`src/rtl/pdd_pkg.sv`:
```
// Shared types, constants and helper functions for the Playfair digraph decryptor.
package pdd_pkg;

	// Letter coding and key square geometry.
	localparam int unsigned NUM_LETTERS = 26;
	localparam int unsigned SQ_CELLS    = 25;
	localparam int unsigned SQ_SIDE     = 5;
	localparam logic [4:0]  LETTER_I    = 5'd8;
	localparam logic [4:0]  LETTER_J    = 5'd9;

	typedef logic [4:0] letter_t;
	typedef logic [4:0] place_t;
	typedef logic [2:0] coord_t;

	// Operation codes carried by the op field.
	typedef enum logic [1:0] {
		OP_CLEAR   = 2'd0,
		OP_KEY     = 2'd1,
		OP_FINISH  = 2'd2,
		OP_DECRYPT = 2'd3
	} op_t;

	// Sequencer states.
	typedef enum logic [2:0] {
		S_IDLE,
		S_FILL,
		S_RDA,
		S_RDB,
		S_SQA,
		S_SQB,
		S_DONE
	} state_t;

	// Row of a cell index: p / 5 as (p * 13) >> 6, exact for p below 25.
	function automatic coord_t place_row(place_t p);
		logic [8:0] prod;
		prod = 9'(p) * 9'd13;
		return prod[8:6];
	endfunction

	// Column of a cell index: p - 5 * row.
	function automatic coord_t place_col(place_t p);
		coord_t     r;
		logic [4:0] five_r;
		logic [4:0] diff;
		r      = place_row(p);
		five_r = {r, 2'b00} + {2'b00, r};
		diff   = p - five_r;
		return diff[2:0];
	endfunction

	// Cell index from row and column.
	function automatic place_t cell_index(coord_t r, coord_t c);
		return {r, 2'b00} + {2'b00, r} + {2'b00, c};
	endfunction

endpackage

```
`src/rtl/pdd_ram.sv`:
```
// Generic single-write, single-read RAM with a registered read port.
module pdd_ram #(
	parameter int unsigned WIDTH = 5,
	parameter int unsigned DEPTH = 32
) (
	input  logic                     clk,
	input  logic                     we,
	input  logic [$clog2(DEPTH)-1:0] waddr,
	input  logic [WIDTH-1:0]         wdata,
	input  logic                     re,
	input  logic [$clog2(DEPTH)-1:0] raddr,
	output logic [WIDTH-1:0]         rdata
);

	logic [WIDTH-1:0] mem_q [DEPTH];
	logic [WIDTH-1:0] rdata_q;

	// Write port.
	always_ff @(posedge clk) begin
		if (we) begin
			mem_q[waddr] <= wdata;
		end
	end

	// Registered read port; data holds until the next read.
	always_ff @(posedge clk) begin
		if (re) begin
			rdata_q <= mem_q[raddr];
		end
	end

	assign rdata = rdata_q;

endmodule

```
`src/rtl/pdd_cell_step.sv`:
```
// Shared unit that maps one cipher letter's cell to its plaintext cell.
module pdd_cell_step
	import pdd_pkg::*;
(
	input  place_t self_place,
	input  place_t other_place,
	output place_t cell_idx
);

	coord_t rs;
	coord_t cs;
	coord_t ro;
	coord_t co;
	coord_t r_new;
	coord_t c_new;

	// Split both places into row and column.
	always_comb begin
		rs = place_row(self_place);
		cs = place_col(self_place);
		ro = place_row(other_place);
		co = place_col(other_place);
	end

	// Same row: step left. Same column: step up. Otherwise take the other column.
	always_comb begin
		r_new = rs;
		c_new = co;
		if (rs == ro) begin
			c_new = (cs == 3'd0) ? 3'(SQ_SIDE - 1) : cs - 3'd1;
		end else if (cs == co) begin
			r_new = (rs == 3'd0) ? 3'(SQ_SIDE - 1) : rs - 3'd1;
		end
	end

	assign cell_idx = cell_index(r_new, c_new);

endmodule

```
`src/rtl/playfair_digraph_decrypt.sv`:
```
// Top level of the Playfair digraph decryptor: key square build and pair decryption.
//
//   channel | direction | handshake          | payload
//   input   | in        | in_valid/in_stall  | op, letter_a, letter_b
//   output  | out       | out_valid/out_stall| plain_a, plain_b
//
// Clear and key-letter beats act in the cycle they are accepted. A finish beat makes
// the sequencer walk all 26 letters, one placement through the RAM write ports per cycle.
// A decrypt beat runs four single-read-port RAM reads in turn, two of them
// addressed by the shared cell-step unit, then the load of the output register.
// Reset clears the used marks, the fill count, the output valid and the sequencer; the RAMs are not cleared.
// The output register holds a result while out_stall is high; the block takes new
// input meanwhile and only waits before loading a second result.
module playfair_digraph_decrypt
	import pdd_pkg::*;
(
	input  logic    clk,
	input  logic    arst_n,
	input  logic    in_valid,
	output logic    in_stall,
	input  logic [1:0] op,
	input  letter_t letter_a,
	input  letter_t letter_b,
	output logic    out_valid,
	input  logic    out_stall,
	output letter_t plain_a,
	output letter_t plain_b
);

	state_t  state_q;
	state_t  state_d;
	logic [NUM_LETTERS-1:0] used_q;
	logic [4:0] fill_q;
	letter_t idx_q;
	letter_t a_q;
	letter_t b_q;
	place_t  pa_q;
	place_t  pb_q;
	letter_t oa_q;
	logic    out_valid_q;
	letter_t plain_a_q;
	letter_t plain_b_q;

	logic    in_acc;
	logic    out_acc;
	logic    out_load;
	logic    dec_ok;
	letter_t a_map;
	letter_t b_map;
	letter_t place_letter;
	logic    place_en;
	logic    place_ok;
	logic    sq_re;
	place_t  sq_raddr;
	letter_t sq_rdata;
	logic    pl_re;
	letter_t pl_raddr;
	place_t  pl_rdata;
	place_t  unit_self;
	place_t  unit_other;
	place_t  unit_cell;

	// Handshakes.
	assign in_stall  = (state_q != S_IDLE);
	assign in_acc    = in_valid && !in_stall;
	assign out_acc   = out_valid_q && !out_stall;
	assign out_load  = (state_q == S_DONE) && (!out_valid_q || !out_stall);
	assign out_valid = out_valid_q;
	assign plain_a   = plain_a_q;
	assign plain_b   = plain_b_q;

	// A decrypt beat needs a full square and two letters in range; J reads as I.
	assign dec_ok = (fill_q == 5'(SQ_CELLS)) && (letter_a < 5'(NUM_LETTERS))
		&& (letter_b < 5'(NUM_LETTERS));
	assign a_map  = (letter_a == LETTER_J) ? LETTER_I : letter_a;
	assign b_map  = (letter_b == LETTER_J) ? LETTER_I : letter_b;

	// Letter placement, shared by key beats and the finish walk.
	assign place_letter = (state_q == S_FILL) ? idx_q : letter_a;
	assign place_en     = (in_acc && (op == OP_KEY)) || (state_q == S_FILL);
	assign place_ok     = place_en && (place_letter < 5'(NUM_LETTERS))
		&& (place_letter != LETTER_J) && !used_q[place_letter]
		&& (fill_q < 5'(SQ_CELLS));

	// Next state.
	always_comb begin
		state_d = state_q;
		case (state_q)
			S_IDLE: begin
				if (in_acc && (op == OP_FINISH)) begin
					state_d = S_FILL;
				end else if (in_acc && (op == OP_DECRYPT) && dec_ok) begin
					state_d = S_RDA;
				end
			end
			S_FILL: begin
				if (idx_q == 5'(NUM_LETTERS - 1)) begin
					state_d = S_IDLE;
				end
			end
			S_RDA:  state_d = S_RDB;
			S_RDB:  state_d = S_SQA;
			S_SQA:  state_d = S_SQB;
			S_SQB:  state_d = S_DONE;
			S_DONE: begin
				if (out_load) begin
					state_d = S_IDLE;
				end
			end
			default: state_d = S_IDLE;
		endcase
	end

	// RAM read controls and shared unit operands.
	always_comb begin
		pl_re      = 1'b0;
		pl_raddr   = a_q;
		sq_re      = 1'b0;
		unit_self  = pa_q;
		unit_other = pl_rdata;
		case (state_q)
			S_RDA: begin
				pl_re    = 1'b1;
				pl_raddr = a_q;
			end
			S_RDB: begin
				pl_re    = 1'b1;
				pl_raddr = b_q;
			end
			S_SQA: begin
				sq_re      = 1'b1;
				unit_self  = pa_q;
				unit_other = pl_rdata;
			end
			S_SQB: begin
				sq_re      = 1'b1;
				unit_self  = pb_q;
				unit_other = pa_q;
			end
			default: begin
				pl_re = 1'b0;
				sq_re = 1'b0;
			end
		endcase
	end

	assign sq_raddr = unit_cell;

	pdd_cell_step u_cell_step (
		.self_place  (unit_self),
		.other_place (unit_other),
		.cell_idx    (unit_cell)
	);

	// Key square: cell index to letter.
	pdd_ram #(
		.WIDTH (5),
		.DEPTH (SQ_CELLS)
	) u_square_ram (
		.clk   (clk),
		.we    (place_ok),
		.waddr (fill_q),
		.wdata (place_letter),
		.re    (sq_re),
		.raddr (sq_raddr),
		.rdata (sq_rdata)
	);

	// Letter place table: letter to cell index.
	pdd_ram #(
		.WIDTH (5),
		.DEPTH (NUM_LETTERS)
	) u_place_ram (
		.clk   (clk),
		.we    (place_ok),
		.waddr (place_letter),
		.wdata (fill_q),
		.re    (pl_re),
		.raddr (pl_raddr),
		.rdata (pl_rdata)
	);

	// Control state: sequencer, used marks, fill count, output valid.
	always_ff @(posedge clk or negedge arst_n) begin
		if (!arst_n) begin
			state_q     <= S_IDLE;
			used_q      <= '0;
			fill_q      <= '0;
			out_valid_q <= 1'b0;
		end else begin
			state_q <= state_d;
			if (in_acc && (op == OP_CLEAR)) begin
				used_q <= '0;
				fill_q <= '0;
			end else if (place_ok) begin
				used_q[place_letter] <= 1'b1;
				fill_q               <= fill_q + 5'd1;
			end
			if (out_load) begin
				out_valid_q <= 1'b1;
			end else if (out_acc) begin
				out_valid_q <= 1'b0;
			end
		end
	end

	// Working registers of the finish walk and the decrypt sequence.
	always_ff @(posedge clk) begin
		if (in_acc) begin
			idx_q <= '0;
			a_q   <= a_map;
			b_q   <= b_map;
		end else if (state_q == S_FILL) begin
			idx_q <= idx_q + 5'd1;
		end
		if (state_q == S_RDB) begin
			pa_q <= pl_rdata;
		end
		if (state_q == S_SQA) begin
			pb_q <= pl_rdata;
		end
		if (state_q == S_SQB) begin
			oa_q <= sq_rdata;
		end
		if (out_load) begin
			plain_a_q <= oa_q;
			plain_b_q <= sq_rdata;
		end
	end

	// The fill count never passes the number of cells.
	a_fill_bound: assert property (@(posedge clk) disable iff (!arst_n)
		fill_q <= 5'(SQ_CELLS))
		else $error("fill count above square size");

	// The finish walk always leaves a full square.
	a_finish_full: assert property (@(posedge clk) disable iff (!arst_n)
		(state_q == S_FILL) && (idx_q == 5'(NUM_LETTERS - 1)) |=> fill_q == 5'(SQ_CELLS))
		else $error("square not full after finish");

	// A result appears only out of the last decrypt step.
	a_out_source: assert property (@(posedge clk) disable iff (!arst_n)
		$rose(out_valid_q) |-> $past(state_q == S_DONE))
		else $error("result without decrypt sequence");

	// A decrypt sequence starts only with a full square.
	a_dec_full: assert property (@(posedge clk) disable iff (!arst_n)
		(state_q == S_RDA) |-> fill_q == 5'(SQ_CELLS))
		else $error("decrypt started on a partial square");

endmodule
```
`config.mk`:
```
export PLATFORM = sky130hd
export DESIGN_NAME = playfair_digraph_decrypt
export DESIGN_NICKNAME = d
export VERILOG_FILES = /design/src/rtl/pdd_pkg.sv /design/src/rtl/pdd_ram.sv /design/src/rtl/pdd_cell_step.sv /design/src/rtl/playfair_digraph_decrypt.sv
export SDC_FILE = /design/constraint.sdc
export NUM_CORES = 1
export LEC_CHECK = 0
export ABC_AREA = 1
export BUFFER_PORTS_ARGS = -buffer_cell sky130_fd_sc_hd__buf_2
export CORE_MARGIN = 2
export CORE_UTILIZATION = 55
export CTS_CLUSTER_DIAMETER = 80
export DETAILED_ROUTE_END_ITERATION = 16
export PLACE_DENSITY = 0.71
export SLEW_MARGIN = 10
export SYNTH_ARGS = -nofsm -noshare
export SYNTH_HDL_FRONTEND = slang
export SYNTH_SLANG_ARGS = --single-unit
```
`constraint.sdc`:
```
create_clock -name clk -period 8.19 [get_ports clk]
set_input_delay 0.819 -clock clk [delete_from_list [all_inputs] [get_ports clk]]
set_output_delay 0.819 -clock clk [all_outputs]
set_load 0.02 [all_outputs]
```
[Word-level counts from Yosys, hierarchy flattened]
Memory sizes are Yosys's and may differ from the RTL's. A register that Yosys moved wholly into a read port is not among the register bits.
Cells that the tools add are included.
Storage, ports and cells
  flip-flop bits (word level): 75
  RAM bits: 255
  input bits: 16
  output and inout port bits: 12
  word-level logic and storage cells: 111
  memories: 2
Memory list
  u_place_ram.mem_q: words 26, width 5, rd ports 1, clocked after Yosys merged registers in 1, write ports 1, line pdd_ram.sv:15  | logic [WIDTH-1:0] mem_q [DEPTH];
  u_square_ram.mem_q: words 25, width 5, rd ports 1, clocked after Yosys merged registers in 1, write ports 1, line pdd_ram.sv:15
Operators by class
  $add $sub $neg: 10
  multipliers: 2
  order comparisons: 6
  equal/unequal tests: 19
  mux-type cells: 28
  bitwise gates (word level): 1
  reductions and logical operators: 31
Operators by type and width (number)
  $mux 26: 2
  $mux 5: 6
  $mux 3: 9
  $or 26x26->26: 1
  $pmux 3 s7: 1
  $lt 5x5->1 const B: 4
  $mul 5x4->9 const B: 2
  $logic_and 1x1->1: 15
  $add 5x1->5 const B: 2
  $add 5x3->5: 2
  $eq 5x4->1 const B: 2
  $eq 5x5->1 const B: 2
  $eq 3x3->1 const B: 3
  $logic_not 3->1: 3
  $mux 1: 8
  $add 3x3->3: 2
  $eq 3x2->1 const B: 2
  $eq 3x3->1: 2
  $lt 5x6->1 const B: 1
  $sub 3x1->3 const B: 2
  $sub 3x3->3: 2
  $bmux 1 s5: 1
  $demux 1 s5: 1
  $ge 5x1->1 const B: 1
  14 further kinds: 21

[Longest topological paths before layout]
Gate-level depths: netlist of the first run.
  word-level depth: 11
  depth in mapped cells: 42
  depth with buffers taken out: 41

[By module]
Synthesis of the first run repeated with hierarchy kept, for this count alone.
Unflattened totals
  cell total of the unflattened synthesis: 1715
  area, all modules: 16584.7 um^2
By module, submodules not included
  pdd_ram (u_place_ram): instances 1, cells each 516, area each 5713.0 um^2, sequential area each 4053.9 um^2
  pdd_ram (u_square_ram): instances 1, cells each 528, area each 5606.6 um^2, sequential area each 3903.7 um^2
  playfair_digraph_decrypt: instances 1, cells each 455, area each 3849.9 um^2, sequential area each 2026.9 um^2
  pdd_cell_step: instances 1, cells each 216, area each 1415.1 um^2, sequential area each 0.0 um^2

[Worst setup path before layout of the first run]
Ideal clock, no wire load.
  kind: register to register
  start point: register state_q[0]
  end point: register u_square_ram.rdata_q[2], in the netlist u_square_ram.rdata[2], read port of u_square_ram.mem_q, data pin
  library setup time: 0.254 ns
  arrival time: 6.616 ns
  data required time: 7.936 ns
  setup slack: 1.320 ns
  stages on the path, launching flop included: 43
  buffers on the path: 3
  clock period less this slack: 6.870 ns
  path through: dfrtp_1 > buf_4 > nand3_2 > buf_4 > inv_1 > or2_2 > o21ai_0 > inv_1 > ha_1 > fa_1 > ha_1 > and3_1 > nand3_1 > nand2_1 > nand2_1 > nand2_1 > nand2_1 > nand2_1 > [... 7 more ...] > nand2_1 > inv_1 > nor2_1 > nand2_2 > inv_1 > nand3b_1 > o21ai_1 > inv_1 > fa_1 > inv_1 > fa_1 > inv_1 > clkbuf_1 > o221ai_1 > nand3_1 > o21ai_0 > nand3_1 > nand2_1
On the way
  word-level cells in the longest chain between the ends: 10
  elaborated cells between the ends (all ways): 25
  those cells by class: add/sub (8); mul (2); eq/ne (4); mux (8); reduce/logical (3)
RTL lines
  start: declaration: line playfair_digraph_decrypt.sv:30  | state_t state_q;
  start signal: assignment: line playfair_digraph_decrypt.sv:191  | state_q <= state_d;
  $eq 3x3->1: line playfair_digraph_decrypt.sv:121  | case (state_q)
  $mux 5: line playfair_digraph_decrypt.sv:121
  $mul 5x4->9: line pdd_pkg.sv:37  | prod = 9'(p) * 9'd13;
  $add 3x3->3: line pdd_pkg.sv:47  | five_r = {r, 2'b00} + {2'b00, r};
  $sub 3x3->3: line pdd_pkg.sv:48  | diff = p - five_r;
  $eq 3x3->1: line pdd_cell_step.sv:31  | end else if (cs == co) begin
  $mux 3: line pdd_cell_step.sv:31
  $mux 3: line pdd_cell_step.sv:29  | if (rs == ro) begin
  $add 5x3->5 (2 in series): line pdd_pkg.sv:54  | return {r, 2'b00} + {2'b00, r} + {2'b00, c};
  end: declaration: line pdd_ram.sv:16  | logic [WIDTH-1:0] rdata_q;
Several ways; a longest one is shown, not always the timed one.
A chain may end at the register's enable or synchronous reset.

[Worst setup path after layout of the first run]
Ends and elaborated chain as after synthesis.

==> results of run 1 <==
[repair_timing]
| item | in CTS | in global routing |
|---|---|---|
| hold endpoints to repair | 0 | 0 |
| setup buffers | 0 | 3 |
| resized for setup | 0 | 8 |
| setup endpoints to repair | 0 | 5 |
[kinds of logic after synthesis]
| kind of cell | after synthesis | synth area share (%) |
|---|---|---|
| other cells | 1 | 0.0240 |
| buf+inv | 167 | 4.48 |
| fa+ha+maj | 44 | 3.82 |
| flops | 340 | 64.0 |
| xor+xnor | 5 | 0.281 |
| simple gates | 541 | 14.9 |
| mux | 21 | 1.38 |
| compound gates | 285 | 11.1 |
[worst paths after layout]
check	from	end	slack, ns	cells past startpoint
max	state_q[0]	u_square_ram.rdata[2]	0.58	38
min	oa_q[1]	plain_a[1]	0.41	0
max reg2reg	state_q[0]	u_square_ram.rdata[2]	0.58	38
min reg2reg	oa_q[1]	plain_a[1]	0.41	0
max in group asynchronous	arst_n	out_valid	7.20	1
min in group asynchronous	arst_n	used_q[16]	0.43	1
[critical path: cells and delay by family (launching register included)]
kind | cells | cell delay, ns
flip-flops | 1 | 0.53
AO/OA/AOI/OAI | 5 | 0.84
AND/OR/NAND/NOR | 19 | 2.35
adder cells (fa/ha/maj) | 6 | 2.71
buffers and inverters | 8 | 0.94
[area by class of cell]
| type | count | area (um2) |
|---|---|---|
| clock buffer | 50 | 963 |
| multi-input combinational | 901 | 4950 |
| inverter | 99 | 379 |
| antenna | 2 | 5.00 |
| fill | 2185 | 10700 |
| tap | 378 | 473 |
| timing repair inverter | 1 | 7.51 |
| clock inverter | 14 | 135 |
| sequential | 340 | 9980 |
| timing repair buffer | 43 | 272 |
[per-stage QoR]
stage / setup slack, ns / utilization, % / hold WS, ns / std cells / instance area [um2]
floorplan: 1.32 / - / 0.400 / 1408 / 15600
global placement: 0.652 / 57.5 / 0.405 / 1758 / 16000
detailed placement: 0.322 / 57.5 / 0.405 / 1758 / 16000
CTS: 0.323 / 61.4 / 0.415 / 1822 / 17100
global route: 0.00184 / 61.6 / 0.439 / 1827 / 17200
finish: 0.577 / 61.6 / 0.414 / 1828 / 17200
[metal layers]
layer | global-route usage, % | routed length [um]
met3 | 3.00 | 2380
met2 | 39.3 | 16700
met1 | 32.6 | 14500
met5 | 0 | 0
met4 | 7.09 | 688
[cell usage in the layout, fill, tap and decap left out, drive strengths merged, types with 5 or more instances in the layout]
cell type and n:
o21ai 158, inv 95, o32ai 15, fa 6, nand3 89, mux2i 17
a21oi 38, a31oi 5, or2 9, ha 38, nand4 7, clkbuf 50
o22ai 12, buf 43, dfxtp 5, nor2 228, conb 5, nor3 8
o221ai 41, clkinvlp 5, nand2 195, edfxtp 300, a22oi 6, dfrtp 35
clkinv 12
==> impl_metrics.toml, run 1 <==
[outcome]
status = "completed"

[synth]
synth_area_um2 = 15600
yosys-top-cells-count = "300 x edfxtp_1, 221 x nor2_1, 182 x nand2_1"
yosysTopAreaCell = "edfxtp_1"
ys_seq_area_share_pct = 64.0
synthDominantCellAreaShare_pct = 57.7
ys_warn_count = 0
syn_inst = 1404
synth_area_per_cell_um2 = 11.1
ys_ff_latch = 340
synth_cell_types = 52
postSynth.asyncResetShare_pct = 10.3
synth_ff_type = "edfxtp_1"
ys_top_cells_by_area = "edfxtp_1 58%, dfrtp_1 5.6%, nor2_1 5.3%"
yosysMostFrequentCell = "edfxtp_1"
synth_edf_count = 300

[cts]
cts_tree = "built"
cts_htree_levels = 2
clock_sinks = 340
cts_made_buffers = 35
root_buffer = "clkbuf_16"
clkLatencyLatePin_ns = 0.52
clkTransAtPathRegs_ns = 0.06
hold_buffers = 0
max-clock-path-buffers = 3

[sta]
maxSlewViolCount = 0
finalCritPeriodShare_pct = 93.0
finalHoldViolCount = 0
slew_headroom_pct = 24.4
rsz0062_at_grt = "false"
max_freq_ghz = 0.131
finalSetupViolations = 0
tightest_slew_ns = 1.13
min_period_ns = 7.61
fin_setup_tns_ns = 0
fin_skew_ns = 0.0225

[die]
die_y_um = 172
die_area_um2 = 29700
rows = 61
core_um2 = 27900
die_w_um = 172
initial_utilization_pct = 56.0
ios = 28

[place]
io_buffers = 27
place_congestion = 0.929
dpl.hpwl_um = 22000

[global_route]
grt-ovfl-total = 0
antenna_found_initial = 1
grt_pass1_vias = 9905
track_usage_pct = 23.6
grt_pass1_wl_um = 53600
grt_max_degree = 67

[setup_path]
cp_slowest_cell = "fa_2"
critical_path_class = "register to register"
crit_path_max_incr_delay_ns = 0.71
worstPathArrival_ns = 7.89
cp-end-kind = "register"
crit_fanout = 13
critPathRequiredTime_ns = 8.47
crit_path_frequent_cell = "nand2_1"
crit_path_start_kind = "register"

[layout]
regMostFlops = "u_place_ram.mem_q"
area_delta_synth_final_pct = 10.1
reg_top3 = "u_place_ram.mem_q (130), u_square_ram.mem_q (125), used_q (26)"
drive_above_1_share_pct = 10.1
nets = 1481
largest_reg_flops = 130

[routing]
drt_wl_total_um = 34200
vias = 10600
drt_iter0_drc = 1176
ant_nets = 0
drtPass1Iterations = 6
vias_per_cell = 5.80
drc = 0
avgRoutedWirePerCell_um = 18.7

[worst_hold_path]
hp-class = "register to register"

[flow_run]
drv_cap = 0
Power of run 1 is not shown: default switching activity piles up to over one toggle a cycle in this logic, so the estimate is an artifact.
==> inputs of run 2 (changes only) <==
- CELL_PAD_IN_SITES_DETAIL_PLACEMENT: not set -> 1
- CELL_PAD_IN_SITES_GLOBAL_PLACEMENT: not set -> 1
- CORE_UTILIZATION: 55 -> 51
- PLACE_DENSITY: 0.71 -> not set
- PLACE_DENSITY_LB_ADDON: not set -> 0.1
==> run 2 against run 1 <==
Die area up 7.7%. Hold slack improved by 0.0084 ns. Utilization shrank 4.6 points. Critical path depth rose by 2. Critical endpoint is now u_square_ram.rdata[3]. Sequential share of layout area is 0.46 points lower. First-iteration DRC count fell by 36%.
==> impl_metrics.toml, run 2 (synthesis gave the netlist of run 1 again) <==
[die]
die_y_um = 179
initial_utilization_pct = 51.4
die_area_um2 = 32000
core_um2 = 30300
ios = 28
die_w_um = 179
rows = 64

[setup_path]
worstPathArrival_ns = 7.82
critical_path_class = "register to register"
critPathRequiredTime_ns = 8.47
crit_path_start_kind = "register"
crit_fanout = 16
crit_path_frequent_cell = "nand2_1"
reg2reg_from = "state_q[1]"
cp-end-kind = "register"
crit_path_max_incr_delay_ns = 0.54
cp_slowest_cell = "fa_1"
cp-startpoint = "state_q[1]"

[cts]
cts_htree_levels = 2
clkLatencyLatePin_ns = 0.53
hold_buffers = 0
clock_sinks = 340
cts_made_buffers = 37
root_buffer = "clkbuf_16"
max-clock-path-buffers = 3
cts_tree = "built"
clkTransAtPathRegs_ns = 0.06

[layout]
regMostFlops = "u_place_ram.mem_q"
area_delta_synth_final_pct = 11.0
largest_reg_flops = 130
layout_common_cells = "300 x edfxtp_1, 220 x nor2_1, 180 x nand2_1"
drive_above_1_share_pct = 10.8
nets = 1487
reg_top3 = "u_place_ram.mem_q (130), u_square_ram.mem_q (125), used_q (26)"
layout_commonest_cell = "edfxtp_1"
insertedDiodeCount = 0

[routing]
vias = 10800
avgRoutedWirePerCell_um = 21.6
drtPass1Iterations = 5
ant_nets = 0
vias_per_cell = 5.86
drt_wl_total_um = 40000
drt_iter0_drc = 753
drc = 0

[sta]
maxSlewViolCount = 0
fin_skew_ns = 0.0248
max_freq_ghz = 0.133
finalSetupViolations = 0
finalHoldViolCount = 0
tightest_slew_ns = 1.12
rsz0062_at_grt = "false"
fin_setup_tns_ns = 0
finalCritPeriodShare_pct = 92.1
slew_headroom_pct = 25.4
min_period_ns = 7.54

[flow_run]
drv_cap = 0

[place]
dpl.hpwl_um = 26200
place_congestion = 0.814
io_buffers = 27

[worst_hold_path]
hp-class = "register to register"
hp-start = "oa_q[4]"

[global_route]
antenna_found_initial = 0
grt_pass1_wl_um = 62300
grt_max_degree = 67
track_usage_pct = 25.6
grt_pass1_vias = 11200
grt-ovfl-total = 0

[outcome]
status = "completed"
==> run 2: cell types whose count changed in the layout (fill, tap and decap cells not counted), sizes merged <==
cell / delta
buf: +4
bufinv: +2
clkbuf: -3
diode: -2
clkinvlp: -1
clkinv: +4
==> run 2: path summary, 6_finish.rpt <==
kind	to	slack (ns)	cells past startpoint
worst max-delay path	u_square_ram.rdata[3]	0.65	40
worst min-delay path	plain_a[4]	0.42	0
worst max register to register	u_square_ram.rdata[3]	0.65	40
worst min register to register	plain_a[4]	0.42	0
max in group asynchronous	state_q[0]	7.14	1
min in group asynchronous	state_q[1]	0.43	1
==> run 2: cell type report <==
cell class | count | area [um2]
sequential | 340 | 9990
inverter | 99 | 383
multi-input combinational | 901 | 4960
tap | 396 | 495
timing repair inverter | 1 | 7.51
fill | 3232 | 13000
timing repair buffer | 47 | 298
clock inverter | 19 | 198
clock buffer | 47 | 983
==> run 2: metrics by stage <==
step | utilization, % | std cells | setup WS (ns) | hold slack (ns) | area, um2
global placement | 52.9 | 1778 | 0.700 | 0.407 | 16000
CTS | 56.8 | 1844 | 0.285 | 0.427 | 17200
detailed placement | 52.9 | 1778 | 0.301 | 0.414 | 16000
floorplan | - | 1408 | 1.32 | 0.400 | 15600
finish | 57.0 | 1850 | 0.651 | 0.422 | 17300
global route | 57.0 | 1850 | 0.000818 | 0.439 | 17300
==> run 2: timing repair <==
action                     4_1_cts  5_1_grt
setup buffers                    0        5
gates resized for setup          0       10
setup endpoints to repair        0        5
==> run 2: critical path, delay by kind of cell (launching register included) <==
kind                       cells  cell delay, ns
adders and majority gates      6            2.46
and+or+nand+nor               18            2.16
buffers and inverters         11            1.41
AOI/OAI and AO/OA              5            0.83
DFF                            1            0.45
==> run 2: layer usage <==
layer,vias to the layer above,part of all wire [%],GRT usage (%)
li1,5050,-,-
met1,5464,41,32.3
met2,252,52,45.7
met3,82,3.9,2.86
met4,0,3.1,8.91
met5,-,0,0
Power of run 2 is left out for the same reason.
==> inputs of run 3 (changes only) <==
- CORE_UTILIZATION: 51 -> 30
==> run 3 against run 2 <==
Count of clock-buffer cells in the layout up 8. Sequential cell count unchanged. Via count down 2.8%. Hold slack worse by 0.0073 ns. Register-to-register slack better by 0.08 ns. Cell area up 2.5%.
==> impl_metrics.toml, run 3 (synthesis gave the netlist of run 1 again) <==
[setup_path]
crit_path_start_kind = "register"
crit_fanout = 13
rr_endpoint = "u_square_ram.rdata[3]"
critical_path_class = "register to register"
worstPathArrival_ns = 7.75
reg2reg_from = "state_q[1]"
cp-end-kind = "register"
critPathRequiredTime_ns = 8.48
cp_slowest_cell = "fa_2"
crit_path_max_incr_delay_ns = 0.68
cp-startpoint = "state_q[1]"
worstRegToRegCells = 40
r2r_setup_slack_ns = 0.73
cp-endpoint = "u_square_ram.rdata[3]"
crit_path_frequent_cell = "nand2_1"

[die]
die_y_um = 232
ios = 28
die_area_um2 = 53800
die_w_um = 232
core_um2 = 51400
initial_utilization_pct = 30.3
rows = 83

[sta]
max_freq_ghz = 0.134
fin_setup_tns_ns = 0
min_period_ns = 7.46
finalHoldViolCount = 0
maxSlewViolCount = 0
tightest_slew_ns = 1.12
slew_headroom_pct = 25.6
fin_skew_ns = 0.0257
rsz0062_at_grt = "false"
finalSetupViolations = 0
finalCritPeriodShare_pct = 91.1

[cts]
cts_htree_levels = 2
clkTransAtPathRegs_ns = 0.06
cts_tree = "built"
clock_sinks = 340
clkLatencyLatePin_ns = 0.56
max-clock-path-buffers = 3
root_buffer = "clkbuf_16"
cts_made_buffers = 41

[global_route]
grt-ovfl-total = 0
grt_max_degree = 67
grt_pass1_vias = 11100
antenna_found_initial = 1
grt_pass1_wl_um = 67900
track_usage_pct = 16.5

[routing]
vias = 10500
vias_per_cell = 4.92
ant_nets = 0
drtPass1Iterations = 5
drt_wl_total_um = 43700
avgRoutedWirePerCell_um = 20.4
drt_iter0_drc = 614
drc = 0

[layout]
area_delta_synth_final_pct = 13.7
drive_above_1_share_pct = 11.0
nets = 1493
fillCellCount = 5645
largest_reg_flops = 130
reg_top3 = "u_place_ram.mem_q (130), u_square_ram.mem_q (125), used_q (26)"
layout_common_cells = "300 x edfxtp_1, 221 x nor2_1, 180 x nand2_1"
layout_commonest_cell = "edfxtp_1"
regMostFlops = "u_place_ram.mem_q"

[place]
io_buffers = 27
place_congestion = 0.818
dpl.hpwl_um = 28800

[outcome]
status = "completed"

[flow_run]
drv_cap = 0

[worst_hold_path]
hp-class = "input port to asynchronous set/reset pin"
## run 3: worst min path at each step
| stage | startpoint | endpoint | slack, ns |
|---|---|---|---|
| after floorplan | oa_q[0] | plain_a[0] | 0.40 |
| after global placement | oa_q[4] | plain_a[4] | 0.41 |
| after detailed placement | oa_q[3] | plain_a[3] | 0.41 |
| after CTS | arst_n | used_q[11] | 0.42 |
| after global routing | letter_b[2] | b_q[2] | 0.42 |
| final | arst_n | used_q[11] | 0.41 |
## run 3: routing by layer
metal	vias to the layer above	global-route usage (%)	part of all wire, %
met2	107	28.2	48
met4	0	4.07	1.7
met5	-	0	0
met1	5331	22.1	47
li1	5061	-	-
met3	49	2.38	2.9
## run 3: cell type report
type	count	area [um2]	area share, %
flip-flops and latches	340	9980	56.3
multi-input cells	901	4970	28.0
clock buffers	55	1100	6.19
well taps	680	851	4.79
inverters	99	379	2.14
repair buffers	49	313	1.76
clock inverters	17	141	0.797
repair inverters	1	7.51	0.0423
diodes	1	2.50	0.0141
## run 3: timing repair
action / 4_1_cts / 5_1_grt
endpoints found under the setup margin: 0 / 5
gates resized for setup: 0 / 8
hold endpoints to repair: 0 / 0
hold buffers: 0 / 0
buffers inserted: 0 / 1
## run 3: per-stage QoR
stage	instances	setup WS, ns	util, %	hold slack (ns)	area (um2)
2_1_floorplan	1408	1.32	-	0.400	15600
3_3_place_gp	2068	0.515	32.0	0.407	16500
3_5_place_dp	2068	0.250	32.0	0.406	16500
4_1_cts	2140	0.234	34.4	0.417	17700
5_1_grt	2142	0.00167	34.5	0.420	17700
6_report	2143	0.732	34.5	0.415	17700
## run 3: worst max-delay path: cells and delay by family (launching register included)
family                     cells  cell delay, ns
AOI/OAI and AO/OA              4            0.56
xor gates and xnor gates       1            0.20
adders and majority gates      6            2.78
buffers and inverters          9            0.92
DFF                            1            0.42
and+or+nand+nor               20            2.32
Power of run 3 is left out for the same reason.
